`config.mk`:
```
export PLATFORM = sky130hd
export DESIGN_NAME = shell_command_tokenizer_top_flat
export DESIGN_NICKNAME = d
export VERILOG_FILES = /design/src/rtl/sct_pkg.sv /design/src/rtl/sct_cmd_if.sv /design/src/rtl/sct_tok_if.sv /design/src/rtl/shell_command_tokenizer_top.sv /design/src/rtl/sct_lexer.sv /design/src/rtl/sct_out_queue.sv /design/src/flat_wrapper.sv
export SDC_FILE = /design/constraint.sdc
export NUM_CORES = 1
export LEC_CHECK = 0
export ABC_AREA = 0
export BUFFER_PORTS_ARGS = -buffer_cell sky130_fd_sc_hd__buf_4
export CAP_MARGIN = 20
export CORE_MARGIN = 3
export CORE_UTILIZATION = 60
export DETAILED_ROUTE_END_ITERATION = 16
export HOLD_SLACK_MARGIN = 0.02
export PLACE_DENSITY = 0.79
export SKIP_LAST_GASP = 1
export SLEW_MARGIN = 20
export SYNTH_ARGS = -nofsm -noshare
export SYNTH_HDL_FRONTEND = slang
export SYNTH_SLANG_ARGS = --single-unit
```
`constraint.sdc`:
```
create_clock -name clk -period 5.1 [get_ports clk]
set_clock_uncertainty 0.2 [all_clocks]
set_input_delay 1.02 -clock clk [delete_from_list [all_inputs] [get_ports clk]]
set_output_delay 1.02 -clock clk [all_outputs]
set_load 0.02 [all_outputs]
```
`src/rtl/sct_pkg.sv`:
```
`timescale 1ns / 1ps

package sct_pkg;

    // Token kinds on the output channel
    typedef enum logic [3:0] {
        K_BYTE = 4'd0,
        K_WEND = 4'd1,
        K_GT   = 4'd2,
        K_GTGT = 4'd3,
        K_LT   = 4'd4,
        K_PIPE = 4'd5,
        K_AMP  = 4'd6,
        K_SEMI = 4'd7,
        K_ERR  = 4'd8,
        K_DONE = 4'd9
    } kind_t;

    // One result beat
    typedef struct packed {
        kind_t      kind;
        logic [7:0] data;
        logic       last;
    } res_t;

    // Results of one input beat, handed from the lexer to the output queue
    typedef struct packed {
        logic [1:0] n;
        res_t       r0;
        res_t       r1;
    } push_t;

    // Character codes
    localparam logic [7:0] CH_GT   = 8'h3E;
    localparam logic [7:0] CH_LT   = 8'h3C;
    localparam logic [7:0] CH_PIPE = 8'h7C;
    localparam logic [7:0] CH_AMP  = 8'h26;
    localparam logic [7:0] CH_SEMI = 8'h3B;
    localparam logic [7:0] CH_DQ   = 8'h22;
    localparam logic [7:0] CH_SQ   = 8'h27;
    localparam logic [7:0] CH_BSL  = 8'h5C;
    localparam logic [7:0] CH_TAB  = 8'h09;
    localparam logic [7:0] CH_CR   = 8'h0D;
    localparam logic [7:0] CH_NL   = 8'h0A;
    localparam logic [7:0] CH_SP   = 8'h20;

    // Output queue depth and its pointer width
    localparam int QDEPTH = 4;
    localparam int QPW    = 2;

endpackage

```
`src/rtl/sct_cmd_if.sv`:
```
`timescale 1ns / 1ps

interface sct_cmd_if;
    logic       valid;
    logic       ready;
    logic [7:0] ch;
    logic       line_end;

    modport source (output valid, output ch, output line_end, input ready);
    modport sink   (input valid, input ch, input line_end, output ready);
endinterface

```
`src/rtl/sct_tok_if.sv`:
```
`timescale 1ns / 1ps

interface sct_tok_if;
    logic       valid;
    logic       ready;
    logic [3:0] kind;
    logic [7:0] data;
    logic       last_of_run;

    modport source (output valid, output kind, output data, output last_of_run, input ready);
    modport sink   (input valid, input kind, input data, input last_of_run, output ready);
endinterface

```
`src/rtl/shell_command_tokenizer_top.sv`:
```
`timescale 1ns / 1ps

// Streaming command-line tokenizer. Takes one byte beat per cycle on cmd
// (line_end beats close a line) while the output drains, and gives word
// bytes, word ends, operator tokens, error and line-done beats on tok, one
// beat per cycle while tok is ready. A byte beat is held in an input
// register, decoded combinationally against the lexer mode and its zero to
// two results are written to a four-entry output queue, so the first result
// is offered on tok from the queue once it has passed the input register
// and the queue write. Input takes one beat per cycle as long as the output
// drains; the input register holds its byte while the queue has fewer than
// two free entries. The sustained rate is set by the single-beat tok port,
// so a byte that causes two results uses the port once for each. Downstream
// should drop all tokens of a line that ends in an error beat.
module shell_command_tokenizer_top (
    input  logic      clk,
    input  logic      rst_n,
    sct_cmd_if.sink   cmd,
    sct_tok_if.source tok
);

    sct_pkg::push_t push;
    logic           space_ok;

    sct_lexer u_lexer (
        .clk      (clk),
        .rst_n    (rst_n),
        .cmd      (cmd),
        .space_ok (space_ok),
        .push     (push)
    );

    sct_out_queue u_queue (
        .clk      (clk),
        .rst_n    (rst_n),
        .push     (push),
        .space_ok (space_ok),
        .tok      (tok)
    );

    // results are only written when the queue has room for a pair
    assert property (@(posedge clk) disable iff (!rst_n)
        (push.n != 2'd0) |-> space_ok)
        else $error("result write without queue space");

    // exactly the final result of a beat carries the last flag
    assert property (@(posedge clk) disable iff (!rst_n)
        (push.n == 2'd2) |-> (push.r1.last && !push.r0.last))
        else $error("bad last flag on result pair");

    assert property (@(posedge clk) disable iff (!rst_n)
        (push.n == 2'd1) |-> push.r0.last)
        else $error("single result without last flag");

    // line done is always the final result of its beat
    assert property (@(posedge clk) disable iff (!rst_n)
        (push.n == 2'd2) |-> (push.r0.kind != sct_pkg::K_DONE))
        else $error("line done followed by another result");

endmodule

```
`src/rtl/sct_lexer.sv`:
```
`timescale 1ns / 1ps

module sct_lexer (
    input  logic             clk,
    input  logic             rst_n,
    sct_cmd_if.sink          cmd,
    input  logic             space_ok,
    output sct_pkg::push_t   push
);

    typedef enum logic [2:0] {
        M_IDLE = 3'd0,
        M_WORD = 3'd1,
        M_WESC = 3'd2,
        M_SQ   = 3'd3,
        M_DQ   = 3'd4,
        M_DESC = 3'd5,
        M_GT   = 3'd6
    } mode_t;

    logic       in_valid_reg;
    logic [7:0] ch_reg;
    logic       end_reg;
    mode_t      mode_reg;
    mode_t      mode_next;

    logic       advance;

    // start-of-token decode of the held byte
    logic              blank;
    logic              oper;
    logic              sb_v;
    sct_pkg::kind_t    sb_kind;
    mode_t             sb_mode;

    // up to two results: a goes first
    logic              a_v;
    sct_pkg::kind_t    a_kind;
    logic [7:0]        a_data;
    logic              b_v;
    sct_pkg::kind_t    b_kind;
    logic [7:0]        b_data;

    assign advance   = in_valid_reg && space_ok;
    assign cmd.ready = !in_valid_reg || space_ok;

    // input register
    always_ff @(posedge clk or negedge rst_n)
    begin
        if (!rst_n)
        begin
            in_valid_reg <= 1'b0;
        end
        else if (cmd.ready)
        begin
            in_valid_reg <= cmd.valid;
        end
    end

    always_ff @(posedge clk)
    begin
        if (cmd.ready && cmd.valid)
        begin
            ch_reg  <= cmd.ch;
            end_reg <= cmd.line_end;
        end
    end

    // lexer mode
    always_ff @(posedge clk or negedge rst_n)
    begin
        if (!rst_n)
        begin
            mode_reg <= M_IDLE;
        end
        else if (advance)
        begin
            mode_reg <= mode_next;
        end
    end

    // byte classes
    assign blank = (ch_reg == sct_pkg::CH_SP) || (ch_reg == sct_pkg::CH_TAB) ||
                   (ch_reg == sct_pkg::CH_NL) || (ch_reg == sct_pkg::CH_CR);
    assign oper  = (ch_reg == sct_pkg::CH_PIPE) || (ch_reg == sct_pkg::CH_AMP) ||
                   (ch_reg == sct_pkg::CH_SEMI) || (ch_reg == sct_pkg::CH_LT) ||
                   (ch_reg == sct_pkg::CH_GT);

    // byte seen between tokens
    always_comb
    begin
        sb_v    = 1'b0;
        sb_kind = sct_pkg::K_BYTE;
        sb_mode = M_IDLE;
        if (blank)
        begin
            sb_v = 1'b0;
        end
        else
        begin
            unique case (ch_reg)
                sct_pkg::CH_GT:   sb_mode = M_GT;
                sct_pkg::CH_LT:   begin sb_v = 1'b1; sb_kind = sct_pkg::K_LT;   end
                sct_pkg::CH_PIPE: begin sb_v = 1'b1; sb_kind = sct_pkg::K_PIPE; end
                sct_pkg::CH_AMP:  begin sb_v = 1'b1; sb_kind = sct_pkg::K_AMP;  end
                sct_pkg::CH_SEMI: begin sb_v = 1'b1; sb_kind = sct_pkg::K_SEMI; end
                sct_pkg::CH_BSL:  sb_mode = M_WESC;
                sct_pkg::CH_SQ:   sb_mode = M_SQ;
                sct_pkg::CH_DQ:   sb_mode = M_DQ;
                default:
                begin
                    sb_v    = 1'b1;
                    sb_kind = sct_pkg::K_BYTE;
                    sb_mode = M_WORD;
                end
            endcase
        end
    end

    // per-mode results and next mode
    always_comb
    begin
        a_v       = 1'b0;
        a_kind    = sct_pkg::K_BYTE;
        a_data    = 8'd0;
        b_v       = 1'b0;
        b_kind    = sct_pkg::K_BYTE;
        b_data    = 8'd0;
        mode_next = mode_reg;
        if (end_reg)
        begin
            mode_next = M_IDLE;
            b_v       = 1'b1;
            b_kind    = sct_pkg::K_DONE;
            unique case (mode_reg)
                M_WORD:                      begin a_v = 1'b1; a_kind = sct_pkg::K_WEND; end
                M_GT:                        begin a_v = 1'b1; a_kind = sct_pkg::K_GT;   end
                M_WESC, M_SQ, M_DQ, M_DESC:  begin a_v = 1'b1; a_kind = sct_pkg::K_ERR;  end
                default:                     a_v = 1'b0;
            endcase
        end
        else
        begin
            unique case (mode_reg)
                M_WORD:
                begin
                    a_v       = blank || oper;
                    a_kind    = sct_pkg::K_WEND;
                    b_v       = sb_v;
                    b_kind    = sb_kind;
                    b_data    = (sb_kind == sct_pkg::K_BYTE) ? ch_reg : 8'd0;
                    mode_next = sb_mode;
                end
                M_WESC:
                begin
                    b_v       = 1'b1;
                    b_data    = ch_reg;
                    mode_next = M_WORD;
                end
                M_SQ:
                begin
                    if (ch_reg == sct_pkg::CH_SQ)
                    begin
                        mode_next = M_WORD;
                    end
                    else
                    begin
                        b_v    = 1'b1;
                        b_data = ch_reg;
                    end
                end
                M_DQ:
                begin
                    if (ch_reg == sct_pkg::CH_DQ)
                    begin
                        mode_next = M_WORD;
                    end
                    else if (ch_reg == sct_pkg::CH_BSL)
                    begin
                        mode_next = M_DESC;
                    end
                    else
                    begin
                        b_v    = 1'b1;
                        b_data = ch_reg;
                    end
                end
                M_DESC:
                begin
                    // only \" and \\ collapse; other pairs keep the backslash
                    a_v       = (ch_reg != sct_pkg::CH_DQ) && (ch_reg != sct_pkg::CH_BSL);
                    a_data    = sct_pkg::CH_BSL;
                    b_v       = 1'b1;
                    b_data    = ch_reg;
                    mode_next = M_DQ;
                end
                M_GT:
                begin
                    if (ch_reg == sct_pkg::CH_GT)
                    begin
                        b_v       = 1'b1;
                        b_kind    = sct_pkg::K_GTGT;
                        mode_next = M_IDLE;
                    end
                    else
                    begin
                        a_v       = 1'b1;
                        a_kind    = sct_pkg::K_GT;
                        b_v       = sb_v;
                        b_kind    = sb_kind;
                        b_data    = (sb_kind == sct_pkg::K_BYTE) ? ch_reg : 8'd0;
                        mode_next = sb_mode;
                    end
                end
                default:
                begin
                    b_v       = sb_v;
                    b_kind    = sb_kind;
                    b_data    = (sb_kind == sct_pkg::K_BYTE) ? ch_reg : 8'd0;
                    mode_next = sb_mode;
                end
            endcase
        end
    end

    // pack results, first one in r0, final one flagged last
    always_comb
    begin
        push    = '0;
        if (advance)
        begin
            if (a_v && b_v)
            begin
                push.n  = 2'd2;
                push.r0 = '{kind: a_kind, data: a_data, last: 1'b0};
                push.r1 = '{kind: b_kind, data: b_data, last: 1'b1};
            end
            else if (a_v)
            begin
                push.n  = 2'd1;
                push.r0 = '{kind: a_kind, data: a_data, last: 1'b1};
            end
            else if (b_v)
            begin
                push.n  = 2'd1;
                push.r0 = '{kind: b_kind, data: b_data, last: 1'b1};
            end
        end
    end

endmodule

```
`src/rtl/sct_out_queue.sv`:
```
`timescale 1ns / 1ps

module sct_out_queue (
    input  logic             clk,
    input  logic             rst_n,
    input  sct_pkg::push_t   push,
    output logic             space_ok,
    sct_tok_if.source        tok
);

    sct_pkg::res_t              q_mem [sct_pkg::QDEPTH];
    logic [sct_pkg::QPW-1:0]    wr_ptr_reg;
    logic [sct_pkg::QPW-1:0]    rd_ptr_reg;
    logic [sct_pkg::QPW:0]      count_reg;
    logic [sct_pkg::QPW:0]      count_next;
    logic                       pop;
    logic [sct_pkg::QPW-1:0]    wr_ptr_1;

    // room for a full pair of results
    assign space_ok = (count_reg <= (sct_pkg::QPW + 1)'(sct_pkg::QDEPTH - 2));
    assign pop      = tok.valid && tok.ready;
    assign wr_ptr_1 = wr_ptr_reg + 1'b1;

    assign count_next = count_reg + (sct_pkg::QPW + 1)'(push.n) - (sct_pkg::QPW + 1)'(pop);

    // pointers and fill count
    always_ff @(posedge clk or negedge rst_n)
    begin
        if (!rst_n)
        begin
            wr_ptr_reg <= '0;
            rd_ptr_reg <= '0;
            count_reg  <= '0;
        end
        else
        begin
            wr_ptr_reg <= wr_ptr_reg + push.n[sct_pkg::QPW-1:0];
            if (pop)
            begin
                rd_ptr_reg <= rd_ptr_reg + 1'b1;
            end
            count_reg <= count_next;
        end
    end

    // entry storage
    always_ff @(posedge clk)
    begin
        if (push.n != 2'd0)
        begin
            q_mem[wr_ptr_reg] <= push.r0;
        end
        if (push.n == 2'd2)
        begin
            q_mem[wr_ptr_1] <= push.r1;
        end
    end

    // head beat
    assign tok.valid       = (count_reg != '0);
    assign tok.kind        = q_mem[rd_ptr_reg].kind;
    assign tok.data        = q_mem[rd_ptr_reg].data;
    assign tok.last_of_run = q_mem[rd_ptr_reg].last;

endmodule

```
`src/flat_wrapper.sv`:
```
// flat-port wrapper written by rule: the top's interface ports become plain ports
module shell_command_tokenizer_top_flat 
  (clk, rst_n, cmd_valid, cmd_ch, cmd_line_end, cmd_ready, tok_valid, tok_kind, tok_data, tok_last_of_run, tok_ready);
  sct_cmd_if cmd_i ();
  sct_tok_if tok_i ();
  input  logic clk;
  input  logic rst_n;
  input wire logic [$bits(cmd_i.valid)-1:0] cmd_valid;
  input wire logic [$bits(cmd_i.ch)-1:0] cmd_ch;
  input wire logic [$bits(cmd_i.line_end)-1:0] cmd_line_end;
  output wire logic [$bits(cmd_i.ready)-1:0] cmd_ready;
  output wire logic [$bits(tok_i.valid)-1:0] tok_valid;
  output wire logic [$bits(tok_i.kind)-1:0] tok_kind;
  output wire logic [$bits(tok_i.data)-1:0] tok_data;
  output wire logic [$bits(tok_i.last_of_run)-1:0] tok_last_of_run;
  input wire logic [$bits(tok_i.ready)-1:0] tok_ready;
  assign cmd_i.valid = cmd_valid;
  assign cmd_i.ch = cmd_ch;
  assign cmd_i.line_end = cmd_line_end;
  assign cmd_ready = cmd_i.ready;
  assign tok_valid = tok_i.valid;
  assign tok_kind = tok_i.kind;
  assign tok_data = tok_i.data;
  assign tok_last_of_run = tok_i.last_of_run;
  assign tok_i.ready = tok_ready;
  shell_command_tokenizer_top u_core (.clk(clk), .rst_n(rst_n), .cmd(cmd_i), .tok(tok_i));
endmodule
```
==> Yosys cells after proc, flatten, opt, wreduce, memory -nomap -nowiden <==
Memories as Yosys holds them, arrays and structs flattened.
Index checks and enable logic that the tools add are counted.
{ "word_totals": {"reg_bits": 20, "mem_bits_rw": 52, "input_bits": 13, "output_inout_bits": 15, "elab_cells": 108, "n_memories": 1} }
{ "mem_list": {"columns": ["name", "words", "width", "rd", "rd_ports_with_merged_regs", "write_ports", "line", "text"], "rows": [
  ["u_core.u_queue.q_mem", 4, 13, 1, 0, 2, "sct_out_queue.sv:11", "sct_pkg::res_t q_mem [sct_pkg::QDEPTH];"]
]} }
{ "classes": {"add_sub_neg": 5, "n_lt_le_gt_ge": 1, "eq_ne": 23, "n_mux": 47, "n_reduce_logical": 24} }
{ "ops": {"columns": ["cell", "n"], "rows": [
  ["$eq 8x6->1 const B", 7],
  ["$mux 8", 6],
  ["$pmux 8 s4", 1],
  ["$pmux 3 s5", 2],
  ["$mux 14", 2],
  ["$mux 28", 1],
  ["$eq 8x4->1 const B", 3],
  ["$mux 3", 7],
  ["$eq 8x7->1 const B", 2],
  ["$mux 15", 1],
  ["$mux 1", 14],
  ["$mux 7", 2],
  ["$mux 13", 1],
  ["$mux 4", 3],
  ["$pmux 3 s4", 1],
  ["$pmux 4 s3", 1],
  ["$reduce_or 4->1", 3],
  ["$eq 3x3->1 const B", 3],
  ["$logic_or 1x1->1", 9],
  ["$ne 8x6->1 const B", 1],
  ["$ne 8x7->1 const B", 1],
  ["$pmux 4 s2", 1],
  ["$eq 3x2->1 const B", 2],
  ["$reduce_or 6->1", 1],
  ["other kinds (20)", 25]
]} }

==> Depth between registers and ports, before layout <==
Gate-level depths: netlist (run 1).
{ "depth": {"depth_word": 17, "ltp_mapped": 15, "ltp_nobuf": 14} }

==> Cells and area by module <==
Synthesis (run 1) repeated with hierarchy kept, for this count alone.
{ "hier_totals": {"cells_unflattened": 338, "hier_area_um2": 4344.2} }
{ "by_module_without_submodules": {"columns": ["module", "instances", "cells_per_inst", "area_each_um2", "seq_area_each_um2"], "rows": [
  ["sct_out_queue", 1, 166, 2976.6, 1736.7],
  ["sct_lexer", 1, 172, 1367.6, 370.4]
]} }

==> Worst setup path before layout (run 1) <==
OpenSTA, ideal clock, no wires.
{ "synth_path": {"path_type": "register -> register", "from": "register u_core.u_lexer.ch_reg[7]", "to": "memory u_core.u_queue.q_mem[2][0] (netlist name), enable pin", "setup_ns": 0.387, "arrival_time_ns": 3.111, "t_required_ns": 4.513, "setup_slack_ns": 1.402, "path_stages_with_launch": 11, "path_buffers": 1, "period_less_slack_ns": 3.698, "cell_sequence": "edfxtp_1 or4b_1 buf_6 o22ai_1 or2_1 o311ai_4 a22oi_1 ha_1 nor3b_1 o21ai_0 a21oi_1"} }
{ "synth_lines": {"columns": ["element", "line", "text"], "rows": [
  ["start: declaration", "sct_lexer.sv:22", "logic [7:0] ch_reg;"],
  ["start signal: assignment", "sct_lexer.sv:64", "ch_reg <= cmd.ch;"],
  ["end: declaration", "sct_out_queue.sv:11", null]
]} }

==> Final worst setup path (run 1) <==
{ "layout_path": {"from": "register u_core.u_lexer.ch_reg[0]", "to": "register u_core.u_queue.count_reg[2] (netlist name)"} }
{ "layout_via": {"elab_chain_len": 14, "word_cells_on_any_way": 42, "classes_between": "add/sub (2); eq/ne (14); mux (15); reduce/logical (11)"} }
{ "layout_rtl": {"columns": ["element", "line", "text"], "rows": [
  ["branches (longest 10 deep; another with $mux 14)", null, null],
  ["$mux 15 (*)", "sct_lexer.sv:232", "if (a_v && b_v)"],
  ["$mux 28 (*)", "sct_lexer.sv:230", "if (advance)"],
  ["$add 3x2->3 (*)", "sct_out_queue.sv:24", "assign count_next = count_reg + (sct_pkg::QPW + 1)'(push.n) - (sct_pkg::QPW + 1)'(pop);"],
  ["$sub 3x1->3 (*)", "sct_out_queue.sv:24", null],
  ["via u_core.u_queue.count_next (one bit)", "sct_out_queue.sv:15", "logic [sct_pkg::QPW:0] count_next;"],
  ["end signal: assignment", "sct_out_queue.sv:42", "count_reg <= count_next;"],
  ["end: declaration", "sct_out_queue.sv:14", "logic [sct_pkg::QPW:0] count_reg;"]
]} }
Mark *: on every way through the listed nets, which the timed path passes.
A chain may end at the register's enable or synchronous reset.

==> metrics.md, run 1 <==
| Metric | Value |
|---|---|
| Status | `complete, no violations` |
| Post-CTS setup buffers | `0` |
| TritonCTS sink count | `72` |
| IR drop worst, VDD | `0.342 mV` |
| Syn Std Cell Area | `0.00391 sq mm` |
| Die ar. | `0.00752 sq mm` |
| Deepest clock path buffer count | `2` |
| Crit path DAT | `4.21 ns` |
| # fillers | `417` |
| Logic gate share of total power | `0.426` |
| Initial antenna violation count | `0` |
| Final WS setup | `0.917 ns` |
| Vias per cell | `6.62` |
| Commonest non-fill, non-tap cell in the layout | `edfxtp_1` |
| Avg Inst Size Synth | `11.5 sq um` |
| Routed WL | `9.06 mm` |
| Clk pwr share | `0.199` |
| Worst hold path class | `in2async` |
| Post-DRT Antenna Nets | `0` |
| Commonest cells after routing, fill and taps aside | `edfxtp_1, nand2_1, nor2_1` |
| Final period util | `0.820` |
| #FFs+latches synth | `72` |
| Detailed Route Iter0 Violations | `287` |
| Final instance area | `0.00440 sq mm` |
| Synthesized netlist net count | `360` |
| FF-to-FF setup slack | `0.92 ns` |
| Launching element type of the critical path | `flop` |
| CP Data Required Time | `5.13 ns` |
| Core Area | `0.00610 sq mm` |
| Clk_lat worst skew | `0.34 ns` |
| Sw frac | `0.389` |
| Slowest-stage cell, CP | `or4b_1` |
| First-pass GRT wire length | `14.4 mm` |
| Nets | `386` |
| EDFF count, synth | `61` |
| H-tree depth | `3` |
| Pins Over Slew Limit | `0` |
| Crit Path Class | `reg2reg` |
| Share of post-route cells with drive strength above 1 | `0.183` |
| GPL Wtd Cong | `0.965` |
| GRT overflow | `0` |
| Post-layout total power | `2.74 mW` |
| Relative slew slack | `0.305` |
| Synth warn | `0` |
| RSZ-0062 raised after global routing | `no` |
| Area post-placement | `0.00416 sq mm` |
| Pwr/cell area | `622 mW/mm^2` |
| Cell row count | `28` |
| Pre-CTS setup slack | `0.978 ns` |
| Worst Tran Pin Value | `1.03 ns` |
| Total CTS buffers | `9` |
| Internal | `1.67 mW` |
| Cells resized by post-CTS repair | `0` |
| Drt wl/cell | `20.3 microns` |
| Die Y | `86.7 microns` |
| F_max | `239 MHz` |
| Ant. Diodes | `0` |
| Leak | `1.58 nW` |
| Seq pwr share | `0.375` |
| TNS Setup | `0 ns` |
| Global Route Usage Sum | `0.257` |
| CTS tree | `built` |
| Ports | `28` |
| Async SR Flop Fraction | `0.153` |
| Critical Path Fanout Max | `13` |
| Buf/Inv on CP | `2` |
| DIE WIDTH | `86.7 microns` |
| Via count | `2954` |
| Main synth FF type | `edfxtp_1` |
| Max-cap viol count | `0` |
| Port buffer count | `27` |
| Hold buffers post-CTS | `0` |
| CP Capture Type | `flop` |
| Worst path top cell family by delay | `simple AND/OR/NAND/NOR gates` |
| Synth Instances | `340` |
| Post-synthesis sequential area ratio | `0.539` |
| Util after Layout | `0.722` |
| CTS root buf | `clkbuf_8` |
| Post-DP HPWL | `6.39 mm` |
| Final Hold Vio Count | `0` |
| Cell variety after synth | `58` |
| Worst r2r path cells | `14` |
| Area grow syn2layout | `12.6%` |
| Switching power total | `1.06 mW` |
| Final Critical Period | `4.18 ns` |
| Vias in the first global route | `2877` |
| Largest net degree at the start of global routing | `18` |
| Number of remaining DRC errors | `0` |
| Drt first pass iters | `5` |
| Setup violators final | `0` |
| Starting density of the core | `0.641` |
| Clock Pin Slew Worst Setup and Hold Paths | `0.08 ns` |
| Most frequent CP cell | `ha_1` |
| CP cell instances | `or4b_1 -> o22ai_1 -> or2_1 -> o311ai_4 -> a22oi_1 -> ha_1 -> nand2_1 -> ha_1 -> inv_1 -> ha_1 -> inv_1 -> fa_1 -> xor2_1 -> xnor2_1` |
| Number of cells on the critical path | `14` |
| CP peak stage delay | `0.74 ns` |
| Max reg flops | `52` |
==> cell usage after synthesis, types with 4 or more instances <==
master | n | area (sq um)
nor3_1 | 4 | 20.0
o22ai_1 | 8 | 50.1
nand3_1 | 13 | 65.1
nand2b_1 | 5 | 31.3
nand2_1 | 43 | 161
nor2b_1 | 4 | 25.0
o21ai_0 | 29 | 145
mux4_2 | 13 | 293
ha_1 | 6 | 75.1
a21oi_1 | 8 | 40.0
inv_1 | 9 | 33.8
and2_1 | 7 | 43.8
xnor2_1 | 4 | 35.0
nor4b_1 | 4 | 35.0
edfxtp_1 | 61 | 1830
o21a_1 | 5 | 37.5
o211ai_1 | 6 | 45.0
nor2_1 | 38 | 143
dfrtp_1 | 11 | 275
clkbuf_1 | 9 | 33.8
==> logic make-up (layout without fill, tap and decap cells) <==
| family | after synthesis | count (layout) | synth area share |
|---|---|---|---|
| AO/OA/AOI/OAI | 72 | 72 | 0.120 |
| XOR/XNOR | 7 | 7 | 0.0157 |
| adder cells (fa/ha/maj) | 7 | 7 | 0.0243 |
| buffers and inverters | 24 | 55 | 0.0262 |
| flip-flops | 72 | 72 | 0.539 |
| multiplexers | 14 | 14 | 0.0778 |
| AND/OR/NAND/NOR | 144 | 144 | 0.197 |
==> through the flow <==
| stage | std cells | hold WS (ns) |
|---|---|---|
| 4_1_cts | 446 | 0.296 |
| 2_1_floorplan | 340 | 0.262 |
| 3_3_place_gp | 430 | 0.287 |
| 5_1_grt | 446 | 0.296 |
| 6_report | 446 | 0.297 |
| 3_5_place_dp | 430 | 0.306 |
==> layout make-up <==
cell class / instances / area [sq um] / share of cell area
Timing Repair Buffer: 30 / 225 / 0.0512
Inverter: 9 / 33.8 / 0.00767
Clock inverter: 7 / 119 / 0.0270
Clock buffer: 9 / 124 / 0.0281
Sequential cell: 72 / 2110 / 0.479
Multi-Input combinational cell: 244 / 1700 / 0.386
Tap cell: 75 / 93.8 / 0.0213
==> power by group through the flow <==
| stage | registers (mW) | logic (mW) | clock network [mW] |
|---|---|---|---|
| global placement | 1.03 | 1.12 | 0 |
| floorplan | 0.921 | 0.895 | 0 |
| global route | 1.05 | 1.26 | 0.569 |
| CTS | 1.03 | 1.17 | 0.548 |
| finish | 1.03 | 1.17 | 0.545 |
| detailed placement | 1.04 | 1.16 | 0 |
==> worst paths after layout <==
check,start,endpoint
worst max-delay path,u_core.u_lexer.ch_reg[0],u_core.u_queue.count_reg[2]
worst max register to register,u_core.u_lexer.ch_reg[0],u_core.u_queue.count_reg[2]
worst min register to register,u_core.u_queue.count_reg[2],u_core.u_queue.count_reg[2]
worst min-delay path,rst_n,u_core.u_queue.rd_ptr_reg[0]
min in group clk,u_core.u_queue.count_reg[2],u_core.u_queue.count_reg[2]
max in group asynchronous,rst_n,u_core.u_queue.rd_ptr_reg[1]
==> layer usage <==
metal / vias up / global-route usage / routed length, microns / share of wire
met1: 1421 / 0.312 / 3520 / 0.39
met3: 36 / 0.0523 / 583 / 0.064
li1: 1338 / - / - / -
met4: 0 / 0.103 / 265 / 0.029
met2: 159 / 0.448 / 4690 / 0.52
met5: - / 0 / 0 / 0
Power figures use the tool's default switching activity.
==> run 2, diff against run 1 <==
--- a/config.mk
+++ b/config.mk
@@ -9,10 +9,10 @@
 export BUFFER_PORTS_ARGS = -buffer_cell sky130_fd_sc_hd__buf_4
 export CAP_MARGIN = 20
 export CORE_MARGIN = 3
-export CORE_UTILIZATION = 60
+export CORE_UTILIZATION = 54
 export DETAILED_ROUTE_END_ITERATION = 16
 export HOLD_SLACK_MARGIN = 0.02
-export PLACE_DENSITY = 0.79
+export PLACE_DENSITY = 0.75
 export SKIP_LAST_GASP = 1
 export SLEW_MARGIN = 20
 export SYNTH_ARGS = -nofsm -noshare
==> constraint.sdc (replaced) <==
create_clock -name clk -period 3.5 [get_ports clk]
set_clock_uncertainty 0.2 [all_clocks]
set_input_delay 0.7 -clock clk [delete_from_list [all_inputs] [get_ports clk]]
set_output_delay 0.7 -clock clk [all_outputs]
set_load 0.02 [all_outputs]
==> metrics.md, run 2 (synthesized netlist as in run 1, its figures left out) <==
| Metric | Value |
|---|---|
| Largest net degree at the start of global routing | `16` |
| Leak | `1.79 nW` |
| Starting density of the core | `0.566` |
| Post-DP HPWL | `6.66 mm` |
| Ports | `28` |
| Clock Pin Slew Worst Setup and Hold Paths | `0.08 ns` |
| Worst Tran Pin Value | `0.944 ns` |
| Cell row count | `30` |
| Buf/Inv on CP | `3` |
| First-pass GRT wire length | `15.5 mm` |
| CP Capture Type | `flop` |
| CP peak stage delay | `0.50 ns` |
| Final Critical Period | `3.46 ns` |
| Pre-CTS setup slack | `-0.0212 ns` |
| Drt wl/cell | `18.6 microns` |
| GRT overflow | `0` |
| CTS root buf | `clkbuf_8` |
| Drt first pass iters | `7` |
| Multi-input logic area | `0.00184 sq mm` |
| Initial antenna violation count | `0` |
| H-tree depth | `3` |
| Area post-placement | `0.00448 sq mm` |
| CP Data Required Time | `3.55 ns` |
| Deepest clock path buffer count | `2` |
| Routed WL | `9.45 mm` |
| Vias in the first global route | `3083` |
| Core Area | `0.00691 sq mm` |
| TritonCTS sink count | `72` |
| Area grow syn2layout | `25.1%` |
| Ant. Diodes | `0` |
| Max-cap viol count | `0` |
| TNS Setup | `0 ns` |
| Clk_lat worst skew | `0.35 ns` |
| Die Y | `91.1 microns` |
| Status | `complete, no violations` |
| Pins Over Slew Limit | `0` |
| Crit path DAT | `3.51 ns` |
| Number of remaining DRC errors | `0` |
| Commonest cells after routing, fill and taps aside | `buf_4, edfxtp_1, nand2_1` |
| Critical Path Fanout Max | `6` |
| Via count | `3083` |
| CP cell instances | `or4b_4 -> buf_8 -> o22ai_4 -> or2_4 -> o311ai_4 -> a22oi_2 -> ha_4 -> nand2_4 -> ha_4 -> inv_2 -> ha_2 -> inv_2 -> fa_2 -> xor2_2 -> xnor2_1` |
| F_max | `289 MHz` |
| Pwr/cell area | `863 mW/mm^2` |
| RSZ-0062 raised after global routing | `yes` |
| GPL Wtd Cong | `0.975` |
| Relative slew slack | `0.363` |
| Post-DRT Antenna Nets | `0` |
| Final instance area | `0.00489 sq mm` |
| Max reg flops | `52` |
| Share of post-route cells with drive strength above 1 | `0.323` |
| Total CTS buffers | `9` |
| Nets | `427` |
| Worst path top cell family by delay | `adder cells` |
| FF+latch area | `0.00211 sq mm` |
| DIE WIDTH | `91.1 microns` |
| Final WS setup | `0.0398 ns` |
| Slowest-stage cell, CP | `or4b_4` |
| Global Route Usage Sum | `0.237` |
| Hold slack | `0.289 ns` |
| Detailed Route Iter0 Violations | `232` |
| Commonest non-fill, non-tap cell in the layout | `buf_4` |
| IR drop worst, VDD | `0.478 mV` |
| Vias per cell | `6.07` |
| Setup violators final | `0` |
| Die ar. | `0.00830 sq mm` |
| Crit Path Class | `reg2reg` |
| CTS tree | `built` |
| Port buffer count | `27` |
| Worst hold path class | `reg2reg` |
| Final period util | `0.989` |
| Launching element type of the critical path | `flop` |
| # fillers | `492` |
| Final Hold Vio Count | `0` |
-- run 2: area by class of cell --
cell class	instances	area share
Clock buffer	9	0.0253
Clock inverter	7	0.0161
Multi-Input combinational cell	244	0.377
Sequential cell	72	0.431
Tap cell	96	0.0246
Timing Repair Buffer	71	0.119
Inverter	9	0.00691
-- run 2: timing repair --
item	CTS	global route
setup buffers	1	10
pin swaps	2	9
hold buffers	1	0
hold endpoints to repair	11	0
resized for setup	1	23
endpoints found under the setup margin	1	54
-- run 2: worst paths after layout --
kind                                             startpoint                      endpoint  slack, ns  depth (start not counted)
min in group asynchronous                             rst_n   u_core.u_lexer.in_valid_reg       0.51                          2
worst max register to register     u_core.u_lexer.ch_reg[1]   u_core.u_queue.count_reg[2]       0.04                         15
worst min-delay path            u_core.u_queue.count_reg[2]   u_core.u_queue.count_reg[2]       0.29                          1
max in group asynchronous                             rst_n  u_core.u_queue.rd_ptr_reg[0]       2.45                          2
worst max-delay path               u_core.u_lexer.ch_reg[1]   u_core.u_queue.count_reg[2]       0.04                         15
worst min register to register  u_core.u_queue.count_reg[2]   u_core.u_queue.count_reg[2]       0.29                          1
-- run 2: metrics by stage --
step	util	total power [mW]	std cells
floorplan	-	2.67	340
global placement	0.648	3.34	480
detailed placement	0.648	3.41	480
CTS	0.681	4.09	498
global route	0.708	4.47	508
finish	0.708	4.22	508
-- run 2: where the power goes --
part	switching [mW]	internal [mW]
logic	1.18	0.958
clock network	0.338	0.335
registers	0.163	1.25
-- run 2: routing by layer --
| metal | share of wire | vias up | global-route usage | wire length (microns) |
|---|---|---|---|---|
| met4 | 0.015 | 0 | 0.0779 | 145 |
| met3 | 0.069 | 15 | 0.0464 | 652 |
| met1 | 0.39 | 1504 | 0.305 | 3730 |
| li1 | - | 1416 | - | - |
| met2 | 0.52 | 148 | 0.405 | 4920 |
| met5 | 0 | - | 0 | 0 |
